## config.mk

```make
export PLATFORM = sky130hd
export DESIGN_NAME = bba_map_store
export DESIGN_NICKNAME = d
export VERILOG_FILES = /design/src/hdl/bba_pkg.sv /design/src/hdl/bba_map_store.sv
export SDC_FILE = /design/constraint.sdc
export NUM_CORES = 2
export LEC_CHECK = 0
export ABC_CLOCK_PERIOD_IN_PS = 20700
export BUFFER_PORTS_ARGS = -buffer_cell sky130_fd_sc_hd__buf_4
export CAP_MARGIN = 10
export CORE_MARGIN = 5
export CORE_UTILIZATION = 45
export CTS_CLUSTER_DIAMETER = 50
export CTS_CLUSTER_SIZE = 30
export DETAILED_ROUTE_END_ITERATION = 16
export HOLD_SLACK_MARGIN = 0.06
export SLEW_MARGIN = 20
export SYNTH_ARGS = -nofsm -noshare
export SYNTH_HDL_FRONTEND = slang
export SYNTH_SLANG_ARGS = --single-unit
```

## constraint.sdc

```tcl
create_clock -name clk -period 20.7 [get_ports clk]
set_input_delay 5.175 -clock clk [delete_from_list [all_inputs] [get_ports clk]]
set_output_delay 5.175 -clock clk [all_outputs]
set_load 0.03 [all_outputs]
```

## src/hdl/bba_pkg.sv

```systemverilog
// Shared types, constants and helper functions for the bitmap block allocator.
`default_nettype none

package bba_pkg;

    // Fixed geometry of the used-block bitmap
    localparam int WORD_BITS       = 64;
    localparam int BIT_POS_W       = 6;
    localparam int FIELD_W         = 13;
    localparam int MAX_BLOCKS_DEF  = 4096;
    localparam int MAP_WORDS_DEF   = (MAX_BLOCKS_DEF + WORD_BITS - 1) / WORD_BITS;
    localparam int SUM_WORDS_DEF   = (MAP_WORDS_DEF + WORD_BITS - 1) / WORD_BITS;

    // Request kinds
    typedef enum logic [1:0] {
        KIND_ALLOC = 2'd0,
        KIND_FREE  = 2'd1,
        KIND_QUERY = 2'd2,
        KIND_NONE  = 2'd3
    } kind_t;

    // Sequencer states
    typedef enum logic [1:0] {
        ST_CLEAR = 2'd0,
        ST_IDLE  = 2'd1,
        ST_SUM   = 2'd2,
        ST_MAP   = 2'd3
    } state_t;

    // Input request payload
    typedef struct packed {
        kind_t                kind;
        logic [FIELD_W-1:0]   block_number;
    } in_req_t;

    // Result payload
    typedef struct packed {
        logic [FIELD_W-1:0]   handle;
        logic                 block_free;
        logic [FIELD_W-1:0]   used_count;
    } out_rsp_t;

    // Memory port controls from the sequencer
    typedef struct packed {
        logic rd_en;
        logic wr_en;
        logic clear;
    } mem_ctl_t;

    // Lowest clear bit of a word
    typedef struct packed {
        logic                 found;
        logic [BIT_POS_W-1:0] pos;
    } zero_pos_t;

    // Status of the word held in a store's read register
    typedef struct packed {
        logic                 free_found;
        logic [BIT_POS_W-1:0] pos;
        logic                 bit_val;
        logic                 full_before;
        logic                 full_after;
    } word_stat_t;

    // Priority encoder: position of the lowest zero bit
    function automatic zero_pos_t first_zero(input logic [WORD_BITS-1:0] word);
        zero_pos_t res;
        res = '0;
        for (int i = WORD_BITS - 1; i >= 0; i--) begin
            if (!word[i]) begin
                res.found = 1'b1;
                res.pos   = BIT_POS_W'(i);
            end
        end
        return res;
    endfunction

endpackage

`default_nettype wire

```

## src/hdl/bba_map_store.sv

```systemverilog
// Used-block bitmap memory with its read-modify-write bit update.
`default_nettype none

module bba_map_store #(
    parameter  int WORDS  = bba_pkg::MAP_WORDS_DEF,
    localparam int ADDR_W = (WORDS > 1) ? $clog2(WORDS) : 1
) (
    input  wire logic                            clk,
    input  wire bba_pkg::mem_ctl_t               ctl,
    input  wire logic [ADDR_W-1:0]               rd_addr,
    input  wire logic [ADDR_W-1:0]               wr_addr,
    input  wire logic                            alloc,
    input  wire logic [bba_pkg::BIT_POS_W-1:0]   bit_sel,
    output bba_pkg::word_stat_t                  stat
);

    logic [bba_pkg::WORD_BITS-1:0] mem [WORDS];
    logic [bba_pkg::WORD_BITS-1:0] word_reg;

    bba_pkg::zero_pos_t             fz;
    logic [bba_pkg::BIT_POS_W-1:0]  pos;
    logic [bba_pkg::WORD_BITS-1:0]  mask;
    logic [bba_pkg::WORD_BITS-1:0]  new_word;
    logic [bba_pkg::WORD_BITS-1:0]  wr_word;

    // Bit selection and modify: allocate sets the lowest free bit, free clears one
    always_comb
    begin
        fz       = bba_pkg::first_zero(word_reg);
        pos      = alloc ? fz.pos : bit_sel;
        mask     = {{(bba_pkg::WORD_BITS-1){1'b0}}, 1'b1} << pos;
        new_word = alloc ? (word_reg | mask) : (word_reg & ~mask);
        wr_word  = ctl.clear ? '0 : new_word;

        stat.free_found  = fz.found;
        stat.pos         = pos;
        stat.bit_val     = word_reg[pos];
        stat.full_before = &word_reg;
        stat.full_after  = &new_word;
    end

    // Synchronous memory with a registered read word
    always_ff @(posedge clk)
    begin
        if (ctl.wr_en)
        begin
            mem[wr_addr] <= wr_word;
        end
        if (ctl.rd_en)
        begin
            word_reg <= mem[rd_addr];
        end
    end

endmodule

`default_nettype wire

```

======== After elaboration in Yosys (flattened, before gate mapping) ========
Memories as Yosys holds them, arrays and structs flattened. A register that Yosys moved wholly into a read port is not among the register bits.
Cells that the tools add are included.
storage, ports and cells
  register bits after elaboration ......... 0
  RAM bits ................................ 4096
  memories kept ........................... 1
memories
  memory  words  width  read ports  clocked after Yosys merged registers in  write ports  line                 RTL
  mem     64     64     1           1                                        1            bba_map_store.sv:17  logic [bba_pkg::WORD_BITS-1:0] mem [WORDS];
operators by class
  $lt $le $gt $ge ......................... 1
  shift operators ......................... 1
  mux-type cells .......................... 71
  bitwise logic cells ..................... 3
  reduce and logical (&&, ||, !) cells .... 2
operators with widths
  operator              count
  $mux 7                64
  $mux 64               2
  $reduce_and 64->1     2
  $and 64x64->64        1
  $not 64->64           1
  $or 64x64->64         1
  $shl 1x6->64 const A  1
  $lt 6x7->1 const B    1
  $bmux 1 s6            1
  $mux 6                1
  $mux 1                3

======== Depth between registers and ports, before layout ========
  depth in word-level cells ............... 70
  depth in mapped cells ................... 17
  depth with buffers taken out ............ 12

======== Least setup slack after synthesis ========
No wires, ideal clock.
  kind .................................... input-to-output
  from .................................... input alloc
  to ...................................... output stat[2] in the netlist's numbering
  arrival time ............................ 8535 ps
  data required time ...................... 15525 ps
  path slack .............................. 6990 ps
  cell stages on the path ................. 17
  buffers on the path ..................... 5
  path through ............................ clkbuf_1 -> and3_1 -> and3_1 -> nand3_1 -> a211o_1 -> o21a_1 -> buf_2 -> inv_1 -> buf_1 -> clkbuf_1 -> clkbuf_1 -> nand2_1 -> a21oi_1 -> o21ai_0 -> nand4_1 -> a22oi_1 -> nand3_1
RTL lines
  what             line                 RTL
  start, declared  bba_map_store.sv:12  input wire logic alloc,
  end, declared    bba_map_store.sv:14  output bba_pkg::word_stat_t stat

==> out/qor.csv <==
metric,value,unit
outcome,completed,
gp_congestion,0.896,
wirelength,461000,microns
post_dp_cell_area,169000,sq um
grt_max_degree,120,
seq_area,125000,sq um
route.detailed.drc,0,
first_iter_violations,11200,
crit_fanout,44,
fin_crit_sh,0.744,
maxSlewHeadroom,0.219,
synth.area.top_cells,"edfxtp_1 (78%), mux4_2 (19%), clkbuf_1 (0.64%)",
root_buffer,clkbuf_16,
ios,33,
fin_area,184000,sq um
ys_seq_elements,4160,
synthDistinctLibCells,76,
grt.busiest_layer,met2,
vias_per_cell,6.45,
dieArea,369000,sq um
use_met1,0.362,
cp_top_family,simple AND/OR/NAND/NOR gates,
clk_pin_slew,0.07,ns
setup-violations-final,0,
synth_top_area_frac,0.777,
hold_end,word_reg[5],
place_hpwl,256000,microns
ys.flop_type,edfxtp_1,
synth_top_area_cell,edfxtp_1,
multi_input_area,35500,sq um
tightest_slew,1.17,ns
start_kind,input port,
syn-num-nets,6597,
post_cts_resized,0,
fin_skew,0.122,ns
cp_slowest_cell,a2111oi_4,
cap_violations,0,
reg2reg_slack,14.98,ns
grtUsageTotal,0.247,
yosysSeqAreaShare,0.777,
overflow,0,
fin_crit,15.40,ns
grt.met3_usage,0.0461,
die_h,608,microns
fill_cells,27000,
max_freq,64.9,MHz
final_util,0.516,
post_cts_buffers,0,
initial_utilization,0.452,
crit_buf_inv,3,
path_class,input port to output port,
synthTopCellsByCount,"edfxtp_1 (4,160), mux4_2 (1,349), clkbuf_1 (273)",
nNetsFinal,6958,
cts_hold_buf,0,
ant_nets,0,
cts-buffers-inserted,407,
grt_pass1_vias,77100,
power,0.0183,W
arrival,10.23,ns
portBuffers,32,
drive_gt1_frac,0.351,
syn_area_per_cell,24.4,sq um
p_leak,56.8,nW
critPathRequiredTime,15.53,ns
p_per_area,99.4,nW/um^2
clk_latency,1.01,ns
grt_pass1_wl,639000,microns
largest_register_ffs,4096,
die_x,608,microns
async_reset_ff_frac,0,
r2r_end,mem[45][22],
end_kind,output port,
finalSetupTns,0,ns
syn_to_final_growth,14.4,%
hold_start,mem[27][5],
via_count,77700,
min_path_type,flip-flop to flip-flop,
globalRouteMet2Util,0.385,
rr_startpoint,word_reg[50],
hold_viol,0,
drtPass1Iterations,6,
hold_depth,3,
ys.warnings.count,0,
peakVddDrop,0.0806,mV
rows,219,
cts_tree,yes,
synthesis.area,161000,sq um
clockBufferDepth,4,
rsz0062_at_grt,false,
worstRegToRegCells,12,
core,356000,sq um
wire_per_inst,38.2,microns
worstPathCellList,buf_4 -> nand3_1 -> or3_1 -> a2111oi_4 -> nor2_4 -> inv_2 -> nor2_1 -> and2_0 -> nand2_1 -> mux2i_1 -> or3_1 -> a2111oi_2 -> and4_1 -> buf_4,
htree_levels,5,
antenna_found_initial,31,
slowest_delay,0.70,ns
clock-sinks,4160,
synth_most_common_cell,edfxtp_1,
drv_slew,0,
synth_edf_count,4160,
synth_cells,6574,
## power breakdown
| group | internal, W | switching [W] | leakage (nW) |
|---|---|---|---|
| Clock | 0.00428 | 0.00352 | 6.88 |
| Combinational | 0.000377 | 0.000646 | 11.9 |
| Sequential | 0.00940 | 0.0000513 | 38.0 |
## placed cells by master (no fill, tap or decap), drive strengths merged, types with 7 or more instances in the layout
master,synthesis,routed
clkbuf,274,433
nor2b,15,15
o2111ai,7,7
o21ai,35,35
edfxtp,4160,4160
a31oi,31,31
bufinv,0,36
inv,21,138
a21oi,77,77
a2111oi,12,12
mux2i,14,14
diode,0,10
nor4,12,12
nand3,49,49
and4,8,8
nor2,116,116
nand2,109,109
buf,98,323
clkinvlp,0,39
nor3,19,19
clkinv,0,137
nand2b,9,9
nand4,33,33
mux4,1349,1349
a211oi,22,22
## per-stage QoR
stage / cells / setup slack (ns) / hold slack [ns]
3_5_place_dp: 11300 / 5.32 / 1.08
2_1_floorplan: 6574 / 6.99 / 1.03
5_1_grt: 12000 / 5.03 / 1.07
6_report: 12000 / 5.30 / 1.06
4_1_cts: 12000 / 5.31 / 1.05
3_3_place_gp: 11300 / 5.21 / 1.06
## area by class of cell
cell class,instances,area share
Clock buffer,432,0.0568
Timing Repair Buffer,324,0.0167
Multi-Input combinational cell,2021,0.193
Sequential cell,4160,0.680
Tap cell,4751,0.0323
Antenna cell,10,0.000136
Clock inverter,329,0.0212
Inverter,21,0.000429
## worst max path at each step
stage               start       to  slack [ns]  cells after the start
CTS                 alloc  stat[0]        5.31                     14
detailed placement  alloc  stat[0]        5.32                     14
finish              alloc  stat[0]        5.30                     14
floorplan           alloc  stat[2]        6.99                     17
global route        alloc  stat[0]        5.03                     14
global placement    alloc  stat[0]        5.21                     14
## cell families after synthesis
family | Yosys count | synth area share
buffers and inverters | 393 | 0.00950
flip-flops | 4160 | 0.777
AO/OA/AOI/OAI | 252 | 0.0106
multiplexers | 1367 | 0.190
AND/OR/NAND/NOR | 402 | 0.0124
## worst register-to-register path: stages, from the launching register on
cell and delay, ns:
edfxtp_1 0.64, nand4_1 0.30, nor4_1 1.00, a2111oi_4 0.34
nor2_4 0.57, inv_2 0.48, nor2_1 0.54, and2_0 0.35
nand2_1 0.13, nor2_1 0.12, a21oi_1 0.09, nor2_4 0.70
buf_16 0.25
## routing by layer
metal	vias up	share of wire
met1	43100	0.40
met5	-	0.00024
met2	4216	0.47
met4	16	0.031
met3	761	0.095
li1	29600	-
(Power assumes the default switching activity.)
